<file path="src/design/dtc_pkg.sv">
// Shared types, constants and helper functions of the double transposition cipher.
`timescale 1ns / 1ps
`default_nettype none
package dtc_pkg;

  localparam int CNT_W       = 7;
  localparam int KEY_SLOTS   = 8;
  localparam int KEY_IW      = 3;
  localparam int LEN_W       = 4;
  localparam int PERM_W      = 24;
  localparam int CFG_IDX_W   = 3;
  localparam int CFG_DATA_W  = 24;
  localparam logic [7:0] PAD_CHAR = 8'h20;
  localparam logic [CNT_W-1:0] MAX_RESULTS = 7'd62;

  // Configuration register indexes
  localparam logic [CFG_IDX_W-1:0] CFG_MODE     = 3'd0;
  localparam logic [CFG_IDX_W-1:0] CFG_COL_LEN  = 3'd1;
  localparam logic [CFG_IDX_W-1:0] CFG_COL_PERM = 3'd2;
  localparam logic [CFG_IDX_W-1:0] CFG_ROW_LEN  = 3'd3;
  localparam logic [CFG_IDX_W-1:0] CFG_ROW_PERM = 3'd4;

  typedef struct packed {
    logic [7:0] char_in;
    logic       last_in;
  } in_item_t;

  typedef struct packed {
    logic [7:0] char_out;
    logic       last_out;
    logic       empty_result;
    logic       overflow;
  } out_item_t;

  // Controller to datapath
  typedef struct packed {
    logic load;
    logic div_init;
    logic div_step;
    logic pass_init;
    logic pass_step;
    logic pass_sel;
    logic bounds_plain;
    logic scan_init;
    logic scan_step;
    logic out_init;
    logic out_rd;
    logic out_ld;
    logic out_next;
    logic run_clear;
  } cmd_t;

  // Datapath to controller
  typedef struct packed {
    logic key_valid;
    logic mode;
    logic div_done;
    logic pass_last;
    logic scan_done;
    logic out_fire;
    logic out_last;
  } sts_t;

  function automatic logic [KEY_IW-1:0] key_entry(input logic [PERM_W-1:0] perm,
                                                  input logic [KEY_IW-1:0] idx);
    key_entry = perm[KEY_IW*idx +: KEY_IW];
  endfunction

  // Entries below len must be in range and distinct
  function automatic logic perm_ok(input logic [LEN_W-1:0] len,
                                   input logic [PERM_W-1:0] perm);
    logic ok;
    ok = (len != '0) && (len <= LEN_W'(KEY_SLOTS));
    for (int i = 0; i < KEY_SLOTS; i++) begin
      if (LEN_W'(i) < len) begin
        if ({1'b0, perm[KEY_IW*i +: KEY_IW]} >= len) ok = 1'b0;
        for (int j = i + 1; j < KEY_SLOTS; j++) begin
          if (LEN_W'(j) < len && perm[KEY_IW*i +: KEY_IW] == perm[KEY_IW*j +: KEY_IW])
            ok = 1'b0;
        end
      end
    end
    perm_ok = ok;
  endfunction

  function automatic logic is_blank(input logic [7:0] c);
    is_blank = (c >= 8'h09 && c <= 8'h0D) || c == 8'h20 || c == 8'h85 || c == 8'hA0;
  endfunction

endpackage
`default_nettype wire

</file>
<file path="src/design/dtc_ctrl.sv">
// Controller state machine: sequences load, both passes, trim scan and readout.
`timescale 1ns / 1ps
`default_nettype none
module dtc_ctrl (
  input  wire logic         clk,
  input  wire logic         rst_n,
  input  wire logic         in_valid,
  input  wire logic         in_last,
  output logic              in_stall,
  input  wire dtc_pkg::sts_t sts,
  output dtc_pkg::cmd_t     cmd
);
  import dtc_pkg::*;

  typedef enum logic [3:0] {
    S_LOAD, S_CHECK, S_DIV, S_PASS, S_NEXT, S_DRAIN, S_SCAN, S_SCAN_END,
    S_OUT_INIT, S_OUT_RD, S_OUT_LD, S_OUT_WAIT
  } state_t;

  state_t state_r, state_nxt;
  logic   pass_sel_r, pass_sel_nxt;

  assign in_stall = (state_r != S_LOAD);

  // Next state and commands
  always_comb begin
    state_nxt    = state_r;
    pass_sel_nxt = pass_sel_r;
    cmd          = '0;
    cmd.pass_sel = pass_sel_r;
    case (state_r)
      S_LOAD: begin
        if (in_valid) begin
          cmd.load = 1'b1;
          if (in_last) state_nxt = S_CHECK;
        end
      end
      S_CHECK: begin
        pass_sel_nxt = 1'b0;
        cmd.pass_sel = 1'b0;
        if (sts.key_valid) begin
          cmd.div_init = 1'b1;
          state_nxt    = S_DIV;
        end else begin
          cmd.bounds_plain = 1'b1;
          state_nxt        = S_OUT_INIT;
        end
      end
      S_DIV: begin
        if (sts.div_done) begin
          cmd.pass_init = 1'b1;
          state_nxt     = S_PASS;
        end else begin
          cmd.div_step = 1'b1;
        end
      end
      S_PASS: begin
        cmd.pass_step = 1'b1;
        if (sts.pass_last) begin
          if (!pass_sel_r) begin
            pass_sel_nxt = 1'b1;
            state_nxt    = S_NEXT;
          end else begin
            state_nxt = S_DRAIN;
          end
        end
      end
      S_NEXT: begin
        cmd.div_init = 1'b1;
        state_nxt    = S_DIV;
      end
      S_DRAIN: begin
        if (sts.mode) begin
          cmd.scan_init = 1'b1;
          state_nxt     = S_SCAN;
        end else begin
          cmd.bounds_plain = 1'b1;
          state_nxt        = S_OUT_INIT;
        end
      end
      S_SCAN: begin
        cmd.scan_step = 1'b1;
        if (sts.scan_done) state_nxt = S_SCAN_END;
      end
      S_SCAN_END: state_nxt = S_OUT_INIT;
      S_OUT_INIT: begin
        cmd.out_init = 1'b1;
        state_nxt    = S_OUT_RD;
      end
      S_OUT_RD: begin
        cmd.out_rd = 1'b1;
        state_nxt  = S_OUT_LD;
      end
      S_OUT_LD: begin
        cmd.out_ld = 1'b1;
        state_nxt  = S_OUT_WAIT;
      end
      S_OUT_WAIT: begin
        if (sts.out_fire) begin
          if (sts.out_last) begin
            cmd.run_clear = 1'b1;
            state_nxt     = S_LOAD;
          end else begin
            cmd.out_next = 1'b1;
            state_nxt    = S_OUT_RD;
          end
        end
      end
      default: state_nxt = S_LOAD;
    endcase
  end

  always_ff @(posedge clk) begin
    if (!rst_n) begin
      state_r    <= S_LOAD;
      pass_sel_r <= 1'b0;
    end else begin
      state_r    <= state_nxt;
      pass_sel_r <= pass_sel_nxt;
    end
  end

endmodule
`default_nettype wire

</file>
<file path="src/design/dtc_dp.sv">
// Datapath: config registers, text and middle stores, pass address generation, trim, output.
`timescale 1ns / 1ps
`default_nettype none
module dtc_dp #(
  parameter int MAX_KEY     = 8,
  parameter int MAX_TEXT    = 48,
  parameter int STORE_DEPTH = 64
) (
  input  wire logic                                 clk,
  input  wire logic                                 rst_n,
  input  wire logic                                 cfg_valid,
  input  wire logic [dtc_pkg::CFG_IDX_W-1:0]        cfg_index,
  input  wire logic [dtc_pkg::CFG_DATA_W-1:0]       cfg_data,
  input  wire dtc_pkg::in_item_t                    in_data,
  input  wire logic                                 out_stall,
  output logic                                      out_valid,
  output dtc_pkg::out_item_t                        out_data,
  input  wire dtc_pkg::cmd_t                        cmd,
  output dtc_pkg::sts_t                             sts
);
  import dtc_pkg::*;

  localparam int AW = $clog2(STORE_DEPTH);
  localparam int TEXT_CAP_I = (MAX_TEXT < STORE_DEPTH) ? MAX_TEXT : STORE_DEPTH;
  localparam logic [CNT_W-1:0] TEXT_CAP = CNT_W'(TEXT_CAP_I);
  localparam logic [CNT_W-1:0] DEPTH_C  = CNT_W'(STORE_DEPTH);
  localparam logic [LEN_W:0]   MAXK_C   = (LEN_W+1)'(MAX_KEY);

  // Configuration registers
  logic              mode_r;
  logic [LEN_W-1:0]  col_len_r, row_len_r;
  logic [PERM_W-1:0] col_perm_r, row_perm_r;

  always_ff @(posedge clk) begin
    if (!rst_n) begin
      mode_r     <= 1'b0;
      col_len_r  <= '0;
      col_perm_r <= '0;
      row_len_r  <= '0;
      row_perm_r <= '0;
    end else if (cfg_valid) begin
      case (cfg_index)
        CFG_MODE:     mode_r     <= cfg_data[0];
        CFG_COL_LEN:  col_len_r  <= cfg_data[LEN_W-1:0];
        CFG_COL_PERM: col_perm_r <= cfg_data[PERM_W-1:0];
        CFG_ROW_LEN:  row_len_r  <= cfg_data[LEN_W-1:0];
        CFG_ROW_PERM: row_perm_r <= cfg_data[PERM_W-1:0];
        default: ;
      endcase
    end
  end

  logic key_valid;
  assign key_valid = perm_ok(col_len_r, col_perm_r) && perm_ok(row_len_r, row_perm_r)
                     && ({1'b0, col_len_r} <= MAXK_C) && ({1'b0, row_len_r} <= MAXK_C);

  // Pass selection: encrypt runs column then row, decrypt inverse row then inverse column
  logic              by_col, inv;
  logic [LEN_W-1:0]  n_sel;
  logic [PERM_W-1:0] perm_sel;
  assign by_col   = ~(cmd.pass_sel ^ mode_r);
  assign inv      = mode_r;
  assign n_sel    = by_col ? col_len_r : row_len_r;
  assign perm_sel = by_col ? col_perm_r : row_perm_r;

  // Length and overflow of the current run
  logic [CNT_W-1:0] len_r, len_nxt;
  logic             ovf_r, ovf_nxt;
  logic             load_we;
  assign load_we = cmd.load && (len_r < TEXT_CAP) && (len_r < DEPTH_C);

  // Grid depth by repeated addition
  logic [CNT_W-1:0] other_r, acc_r;
  logic             div_done;
  assign div_done = (acc_r >= len_r);

  always_ff @(posedge clk) begin
    if (cmd.div_init) begin
      other_r <= '0;
      acc_r   <= '0;
    end else if (cmd.div_step && !div_done) begin
      other_r <= other_r + CNT_W'(1);
      acc_r   <= acc_r + CNT_W'(n_sel);
    end
  end

  // Pass address generation
  logic [LEN_W-1:0]  a_r;
  logic [CNT_W-1:0]  b_r, pos_r, grid_r;
  logic [LEN_W-1:0]  a_inc;
  logic              b_last, pass_last;
  logic [CNT_W-1:0]  base0, base_next;
  logic [KEY_IW-1:0] k0, kn;
  logic [CNT_W+KEY_IW-1:0] prod0, prodn;
  logic [CNT_W-1:0]  rd_addr_p, wr_addr_p;
  logic              rd_pad_p;

  assign a_inc     = a_r + LEN_W'(1);
  assign b_last    = (b_r == other_r - CNT_W'(1));
  assign pass_last = b_last && (a_r == n_sel - LEN_W'(1));
  assign k0        = key_entry(perm_sel, '0);
  assign kn        = key_entry(perm_sel, a_inc[KEY_IW-1:0]);
  assign prod0     = k0 * other_r;
  assign prodn     = kn * other_r;
  assign base0     = by_col ? CNT_W'(k0) : prod0[CNT_W-1:0];
  assign base_next = by_col ? CNT_W'(kn) : prodn[CNT_W-1:0];
  assign rd_addr_p = inv ? pos_r : grid_r;
  assign wr_addr_p = inv ? grid_r : pos_r;
  assign rd_pad_p  = (rd_addr_p >= len_r) || (rd_addr_p >= DEPTH_C);

  always_ff @(posedge clk) begin
    if (cmd.pass_init) begin
      a_r    <= '0;
      b_r    <= '0;
      pos_r  <= '0;
      grid_r <= base0;
    end else if (cmd.pass_step) begin
      pos_r <= pos_r + CNT_W'(1);
      if (b_last) begin
        a_r    <= a_inc;
        b_r    <= '0;
        grid_r <= base_next;
      end else begin
        b_r    <= b_r + CNT_W'(1);
        grid_r <= grid_r + (by_col ? CNT_W'(n_sel) : CNT_W'(1));
      end
    end
  end

  // Write-back stage of a pass
  logic             pw_en_r;
  logic [CNT_W-1:0] pw_addr_r;
  logic             pw_pad_r, pw_to_text_r;
  always_ff @(posedge clk) begin
    if (!rst_n) pw_en_r <= 1'b0;
    else        pw_en_r <= cmd.pass_step;
  end
  always_ff @(posedge clk) begin
    pw_addr_r    <= wr_addr_p;
    pw_pad_r     <= rd_pad_p;
    pw_to_text_r <= cmd.pass_sel;
  end

  // Trim scan
  logic [CNT_W-1:0] sc_idx_r, sc_ia_r, start_r, stop_r, lim;
  logic             sc_v_r, found_r, scan_issue;
  assign lim        = (len_r < DEPTH_C) ? len_r : DEPTH_C;
  assign scan_issue = cmd.scan_step && (sc_idx_r < lim);

  always_ff @(posedge clk) begin
    if (!rst_n) sc_v_r <= 1'b0;
    else        sc_v_r <= scan_issue;
  end

  // Stores and their read ports
  logic [7:0] text_mem [STORE_DEPTH];
  logic [7:0] mid_mem  [STORE_DEPTH];
  logic [7:0] txt_rdata_r, mid_rdata_r, pw_data;
  logic [CNT_W-1:0] out_n_r, out_idx_r, out_addr, txt_raddr;
  logic             pw_ok;

  assign out_addr  = start_r + out_idx_r;
  assign txt_raddr = cmd.scan_step ? sc_idx_r : (cmd.out_rd ? out_addr : rd_addr_p);
  assign pw_data   = pw_pad_r ? PAD_CHAR : (pw_to_text_r ? mid_rdata_r : txt_rdata_r);
  assign pw_ok     = pw_en_r && (pw_addr_r < DEPTH_C);

  always_ff @(posedge clk) begin
    if (load_we) begin
      text_mem[len_r[AW-1:0]] <= in_data.char_in;
    end else if (pw_ok && pw_to_text_r) begin
      text_mem[pw_addr_r[AW-1:0]] <= pw_data;
    end
    txt_rdata_r <= text_mem[txt_raddr[AW-1:0]];
  end

  always_ff @(posedge clk) begin
    if (pw_ok && !pw_to_text_r) begin
      mid_mem[pw_addr_r[AW-1:0]] <= pw_data;
    end
    mid_rdata_r <= mid_mem[rd_addr_p[AW-1:0]];
  end

  // Scan bounds
  always_ff @(posedge clk) begin
    if (cmd.bounds_plain) begin
      start_r <= '0;
      stop_r  <= lim;
    end else if (cmd.scan_init) begin
      sc_idx_r <= '0;
      found_r  <= 1'b0;
      start_r  <= '0;
      stop_r   <= '0;
    end else begin
      if (scan_issue) begin
        sc_idx_r <= sc_idx_r + CNT_W'(1);
        sc_ia_r  <= sc_idx_r;
      end
      if (sc_v_r && !is_blank(txt_rdata_r)) begin
        if (!found_r) start_r <= sc_ia_r;
        found_r <= 1'b1;
        stop_r  <= sc_ia_r + CNT_W'(1);
      end
    end
  end

  // Run length and overflow
  always_comb begin
    len_nxt = len_r;
    ovf_nxt = ovf_r;
    if (cmd.run_clear) begin
      len_nxt = '0;
      ovf_nxt = 1'b0;
    end else if (cmd.load) begin
      if (load_we) len_nxt = len_r + CNT_W'(1);
      else         ovf_nxt = 1'b1;
    end else if (cmd.pass_step && pass_last) begin
      len_nxt = pos_r + CNT_W'(1);
    end
  end

  always_ff @(posedge clk) begin
    if (!rst_n) begin
      len_r <= '0;
      ovf_r <= 1'b0;
    end else begin
      len_r <= len_nxt;
      ovf_r <= ovf_nxt;
    end
  end

  // Output item register
  logic             out_valid_r;
  out_item_t        out_data_r;
  logic [CNT_W-1:0] span;
  logic             out_empty;
  assign span      = stop_r - start_r;
  assign out_empty = (out_n_r == '0);

  always_ff @(posedge clk) begin
    if (cmd.out_init) begin
      out_n_r   <= (span > MAX_RESULTS) ? MAX_RESULTS : span;
      out_idx_r <= '0;
    end else if (cmd.out_next) begin
      out_idx_r <= out_idx_r + CNT_W'(1);
    end
    if (cmd.out_ld) begin
      out_data_r.char_out     <= out_empty ? 8'h00 : txt_rdata_r;
      out_data_r.last_out     <= out_empty || (out_idx_r + CNT_W'(1) == out_n_r);
      out_data_r.empty_result <= out_empty;
      out_data_r.overflow     <= ovf_r;
    end
  end

  always_ff @(posedge clk) begin
    if (!rst_n)               out_valid_r <= 1'b0;
    else if (cmd.out_ld)      out_valid_r <= 1'b1;
    else if (!out_stall)      out_valid_r <= 1'b0;
  end

  assign out_valid = out_valid_r;
  assign out_data  = out_data_r;

  always_comb begin
    sts.key_valid = key_valid;
    sts.mode      = mode_r;
    sts.div_done  = div_done;
    sts.pass_last = pass_last;
    sts.scan_done = (sc_idx_r >= lim);
    sts.out_fire  = out_valid_r && !out_stall;
    sts.out_last  = out_data_r.last_out;
  end

endmodule
`default_nettype wire

</file>
<file path="src/design/double_transposition_cipher.sv">
// Top level of the double transposition cipher: controller plus datapath.
//
// Usage: write mode, column key and row key over the cfg_ channel (index,
// data; cfg_ready is always high) while the block is idle. Then send the
// message one character per item on the in_ channel, marking the final
// character with last_in. Characters past the text capacity are dropped and
// flag overflow on every result item of that message.
// After the final character the block stalls its input, runs two passes over
// its character stores when both keys are valid (one store access per cycle,
// each grid first sized by repeated addition), scans for whitespace trim when
// decrypting, and then emits the result on the out_ channel, loading each
// item only after the previous one is taken, the final one marked by
// last_out. An all-blank decrypt result gives a single item with
// empty_result set.
// The output item sits in a register and holds while out_stall is high.
// Reset (rst_n low at a clock edge) clears the config registers, the
// character count and all handshake state; store contents are not cleared.
`timescale 1ns / 1ps
`default_nettype none
module double_transposition_cipher #(
  parameter int MAX_KEY     = 8,
  parameter int MAX_TEXT    = 48,
  parameter int STORE_DEPTH = 64
) (
  input  wire logic                           clk,
  input  wire logic                           rst_n,
  input  wire logic                           in_valid,
  output logic                                in_stall,
  input  wire dtc_pkg::in_item_t              in_data,
  output logic                                out_valid,
  input  wire logic                           out_stall,
  output dtc_pkg::out_item_t                  out_data,
  input  wire logic                           cfg_valid,
  output logic                                cfg_ready,
  input  wire logic [dtc_pkg::CFG_IDX_W-1:0]  cfg_index,
  input  wire logic [dtc_pkg::CFG_DATA_W-1:0] cfg_data
);
  import dtc_pkg::*;

  cmd_t cmd;
  sts_t sts;

  assign cfg_ready = 1'b1;

  dtc_ctrl u_ctrl (
    .clk      (clk),
    .rst_n    (rst_n),
    .in_valid (in_valid),
    .in_last  (in_data.last_in),
    .in_stall (in_stall),
    .sts      (sts),
    .cmd      (cmd)
  );

  dtc_dp #(
    .MAX_KEY     (MAX_KEY),
    .MAX_TEXT    (MAX_TEXT),
    .STORE_DEPTH (STORE_DEPTH)
  ) u_dp (
    .clk       (clk),
    .rst_n     (rst_n),
    .cfg_valid (cfg_valid),
    .cfg_index (cfg_index),
    .cfg_data  (cfg_data),
    .in_data   (in_data),
    .out_stall (out_stall),
    .out_valid (out_valid),
    .out_data  (out_data),
    .cmd       (cmd),
    .sts       (sts)
  );

endmodule
`default_nettype wire
</file>
<file path="config.mk">
export PLATFORM = sky130hd
export DESIGN_NAME = double_transposition_cipher
export DESIGN_NICKNAME = d
export VERILOG_FILES = /design/src/design/dtc_pkg.sv /design/src/design/dtc_ctrl.sv /design/src/design/dtc_dp.sv /design/src/design/double_transposition_cipher.sv
export SDC_FILE = /design/constraint.sdc
export NUM_CORES = 2
export LEC_CHECK = 0
export BUFFER_PORTS_ARGS = -buffer_cell sky130_fd_sc_hd__buf_4
export CAP_MARGIN = 20
export CORE_MARGIN = 1.5
export CORE_UTILIZATION = 35
export CTS_BUF_LIST = sky130_fd_sc_hd__clkbuf_2 sky130_fd_sc_hd__clkbuf_4 sky130_fd_sc_hd__clkbuf_8
export DETAILED_ROUTE_END_ITERATION = 12
export GPL_TIMING_DRIVEN = 1
export SLEW_MARGIN = 10
export SYNTH_ARGS = -nofsm -noshare
export SYNTH_HDL_FRONTEND = slang
export SYNTH_HIERARCHICAL = 1
export SYNTH_SLANG_ARGS = --single-unit
</file>
<file path="constraint.sdc">
create_clock -name clk -period 5.35 [get_ports clk]
set_input_delay 0.2675 -clock clk [delete_from_list [all_inputs] [get_ports clk]]
set_output_delay 0.2675 -clock clk [all_outputs]
set_load 0.01 [all_outputs]
</file>
==> metrics.yaml <==
antenna_found_initial: 2
rsz0062_at_grt: "no"
clk_latency_ns: 0.92
cts_tree: "done"
report.final.slew_viol_count: 0
gp_congestion: 0.898
clkSlewWorstSetupHoldPaths_ns: 0.07
synth_cell_types: 82
p_leak_uw: 0.0222
drtIter0Drc: 3339
setup_viol: 0
io-pin-count: 55
p_int_uw: 16700
seq_power_share_pct: 46.3
ys_ff_latch: 1215
cp-end-kind: "register"
reg2reg_slack_ns: 0.31
rows: 146
synth-async-reset-ratio_pct: 0
drive_gt1_share_pct: 11.7
outcome: "finished clean"
cap_violations: 0
synthCells: 4813
cts.path.max_buffers: 3
tns_ns: 0
start_util_pct: 35.2
start_kind: "register"
routed_wl_um: 153000
dieWidth_um: 402
place_area_um2: 58600
hold_viol: 0
vias: 38100
antenna_left: 0
fin_area_um2: 63000
finalNonFillerCells: 7123
grt_pass1_wl_um: 230000
cp_max_fo: 18
place_ws_ns: 0.265
coreArea_um2: 158000
ys_warn_count: 6
worstSetupPathType: "reg2reg"
fmax_mhz: 198
grt_max_degree: 179
ir_drop_mv: 0.248
fillers: 15000
dieArea_um2: 162000
final_nets: 5041
min_period_over_period_pct: 94.2
cp.required_ns: 6.07
period_minus_slack_ns: 5.04
syn_area_um2: 55700
dieHeight_um: 402
powerDensity_nw_per_um2: 380
pwr-share-comb_pct: 19.3
layout_setup_ws_ns: 0.309
ys.flop_type: "edfxtp_1"
p_switching_uw: 7290
grt_pass1_vias: 36700
drc: 0
overflow: 0
firstDrtPassIters: 6
synth_area_per_cell_um2: 11.6
place_hpwl_um: 94600
root_buffer: "clkbuf_8"
worst_slew_pin_slew_ns: 1.19
fin_worst_skew_ns: 0.0399
wl_per_cell_um: 21.5
viasPerCell: 5.36
p_clk_share_pct: 34.4
cts_buffers: 201
hold_path_class: "in2reg"
area_delta_synth_final_pct: 13.1
synth_edf_count: 1071
syn_nets: 4970
grt_usage_pct: 18.6
htree_num_levels: 4
critical_path_arrival_ns: 5.76
numPortBuffers: 53
dp_cells: 6718
slew-limit-headroom_pct: 20.7
ys_seq_area_share_pct: 62.9
p_sw_share_pct: 30.4
clock_sinks: 1215
[layout make-up]
| class | count | area (um2) | area share (%) |
|---|---|---|---|
| Sequential cell | 1215 | 35000 | 55.6 |
| Tap cell | 2072 | 2590 | 4.11 |
| Timing Repair Buffer | 210 | 1810 | 2.87 |
| Clock inverter | 94 | 696 | 1.10 |
| Clock buffer | 275 | 3400 | 5.39 |
| Antenna cell | 1 | 2.50 | 0.00397 |
| Multi-Input combinational cell | 3169 | 19200 | 30.4 |
| Inverter | 87 | 337 | 0.534 |
[power by group through the flow]
stage               clock, uW  combinational, uW  sequential (uW)
floorplan                   0               3000            11100
global placement            0               4540            11300
detailed placement          0               4580            11300
CTS                      8430               4620            11100
global route             8840               5030            11100
finish                   8250               4640            11100
[cells by family after synthesis]
| group | after synthesis | synth area share (%) |
|---|---|---|
| buffers and inverters | 429 | 3.15 |
| flip-flops | 1215 | 62.9 |
| adder cells (fa/ha/maj) | 116 | 2.79 |
| AO/OA/AOI/OAI | 750 | 9.14 |
| AND/OR/NAND/NOR | 1930 | 15.4 |
| other | 2 | 0.0135 |
| XOR/XNOR | 251 | 3.96 |
| multiplexers | 120 | 2.72 |
[sequential cells by signal, summed over array words and instances (netlist names), 7 cells and up]
name              cells
u_dp/row_perm_r      24
u_dp/mid_rdata_r      8
u_dp/pw_addr_r        7
u_dp/out_n_r          7
u_dp/start_r          7
u_dp/out_data        11
u_dp/other_r          7
u_dp/text_mem       512
u_dp/stop_r           7
u_dp/col_perm_r      24
u_dp/acc_r            7
u_dp/grid_r           7
u_dp/txt_rdata_r      8
u_dp/out_idx_r        7
u_dp/pos_r            7
u_dp/sc_ia_r          7
u_dp/sc_idx_r         7
u_dp/len_r            7
u_dp/b_r              7
u_dp/mid_mem        512
[final timing paths]
check / cells past startpoint / from / endpoint
worst min-delay path: 2 / in_data[2] / u_dp/text_mem[35][1]
worst min register to register: 0 / u_dp/ovf_r / u_dp/out_data[0]
worst max register to register: 19 / u_ctrl/state_r[2] / u_dp/grid_r[6]
worst max-delay path: 19 / u_ctrl/state_r[2] / u_dp/grid_r[6]
[critical path, stage by stage, from the launching register on]
cell       delay (ns)
dfxtp_1          0.30
nand2b_1         0.15
o31a_1           0.37
xnor2_4          0.27
buf_4            0.32
mux2_2           0.31
o2111ai_1        0.20
mux2i_2          0.31
nand2_1          0.13
fa_1             0.52
inv_1            0.04
ha_1             0.21
fa_1             0.47
a21o_1           0.18
a21oi_1          0.21
xor2_1           0.19
xnor2_1          0.15
xnor2_1          0.15
xnor2_1          0.09
o41ai_1          0.25
[per-stage QoR]
step                      util, %  power [uW]  hold slack (ns)
after floorplan                 -       14100            0.389
final                        39.8       24000            0.159
after global routing         39.8       25000            0.116
after global placement       37.0       15800            0.416
after detailed placement     37.0       15900            0.417
after CTS                    39.8       24100           0.0484
[cell usage after synthesis (all sizes together), types with 44 or more instances]
master | number | area, um2
edfxtp | 1071 | 32200
nand2 | 960 | 3600
nand3 | 369 | 1850
nor2 | 279 | 1050
a21oi | 248 | 1240
clkbuf | 239 | 897
dfxtp | 144 | 2880
xor2 | 131 | 1150
xnor2 | 120 | 1060
buf | 103 | 529
ha | 102 | 1280
a311oi | 96 | 847
inv | 85 | 319
o21ai | 78 | 390
mux2i | 73 | 734
and3 | 61 | 382
a221oi | 57 | 512
a31oi | 48 | 300
a21o | 47 | 353
nor3 | 47 | 235
a211oi | 45 | 338
nand2b | 44 | 275
[metal layers]
layer	GRT usage (%)	vias to the layer above	share of wire (%)	wire [um]
met2	30.0	1347	47	72900
met5	0	-	0	0
met1	25.0	18800	43	65300
met4	5.68	0	2.4	3740
li1	-	17700	-	-
met3	3.94	227	7.5	11600
[cells in the final DEF, fill, tap and decap left out, types with 61 or more instances in the layout]
cell      netlist  routed
inv_1          83      82
and3_1         61      61
nand3_1       368     368
nor2_1        279     268
xor2_1        131     130
a21oi_1       248     248
nand2_1       960     960
ha_1          102     102
a311oi_1       95      94
edfxtp_1     1071    1071
o21ai_0        75      74
clkbuf_4        0      62
clkbuf_8        0     213
xnor2_1       119     119
buf_4          22     163
mux2i_1        72      67
dfxtp_1       144     144
[repair_timing]
| action | CTS | global route |
|---|---|---|
| resized for setup | 0 | 3 |
| buffers inserted | 0 | 0 |
| setup endpoints to repair | 0 | 1 |
| hold buffers | 35 | 0 |
| endpoints found under the hold margin | 72 | 0 |
Power figures use the tool's default switching activity.
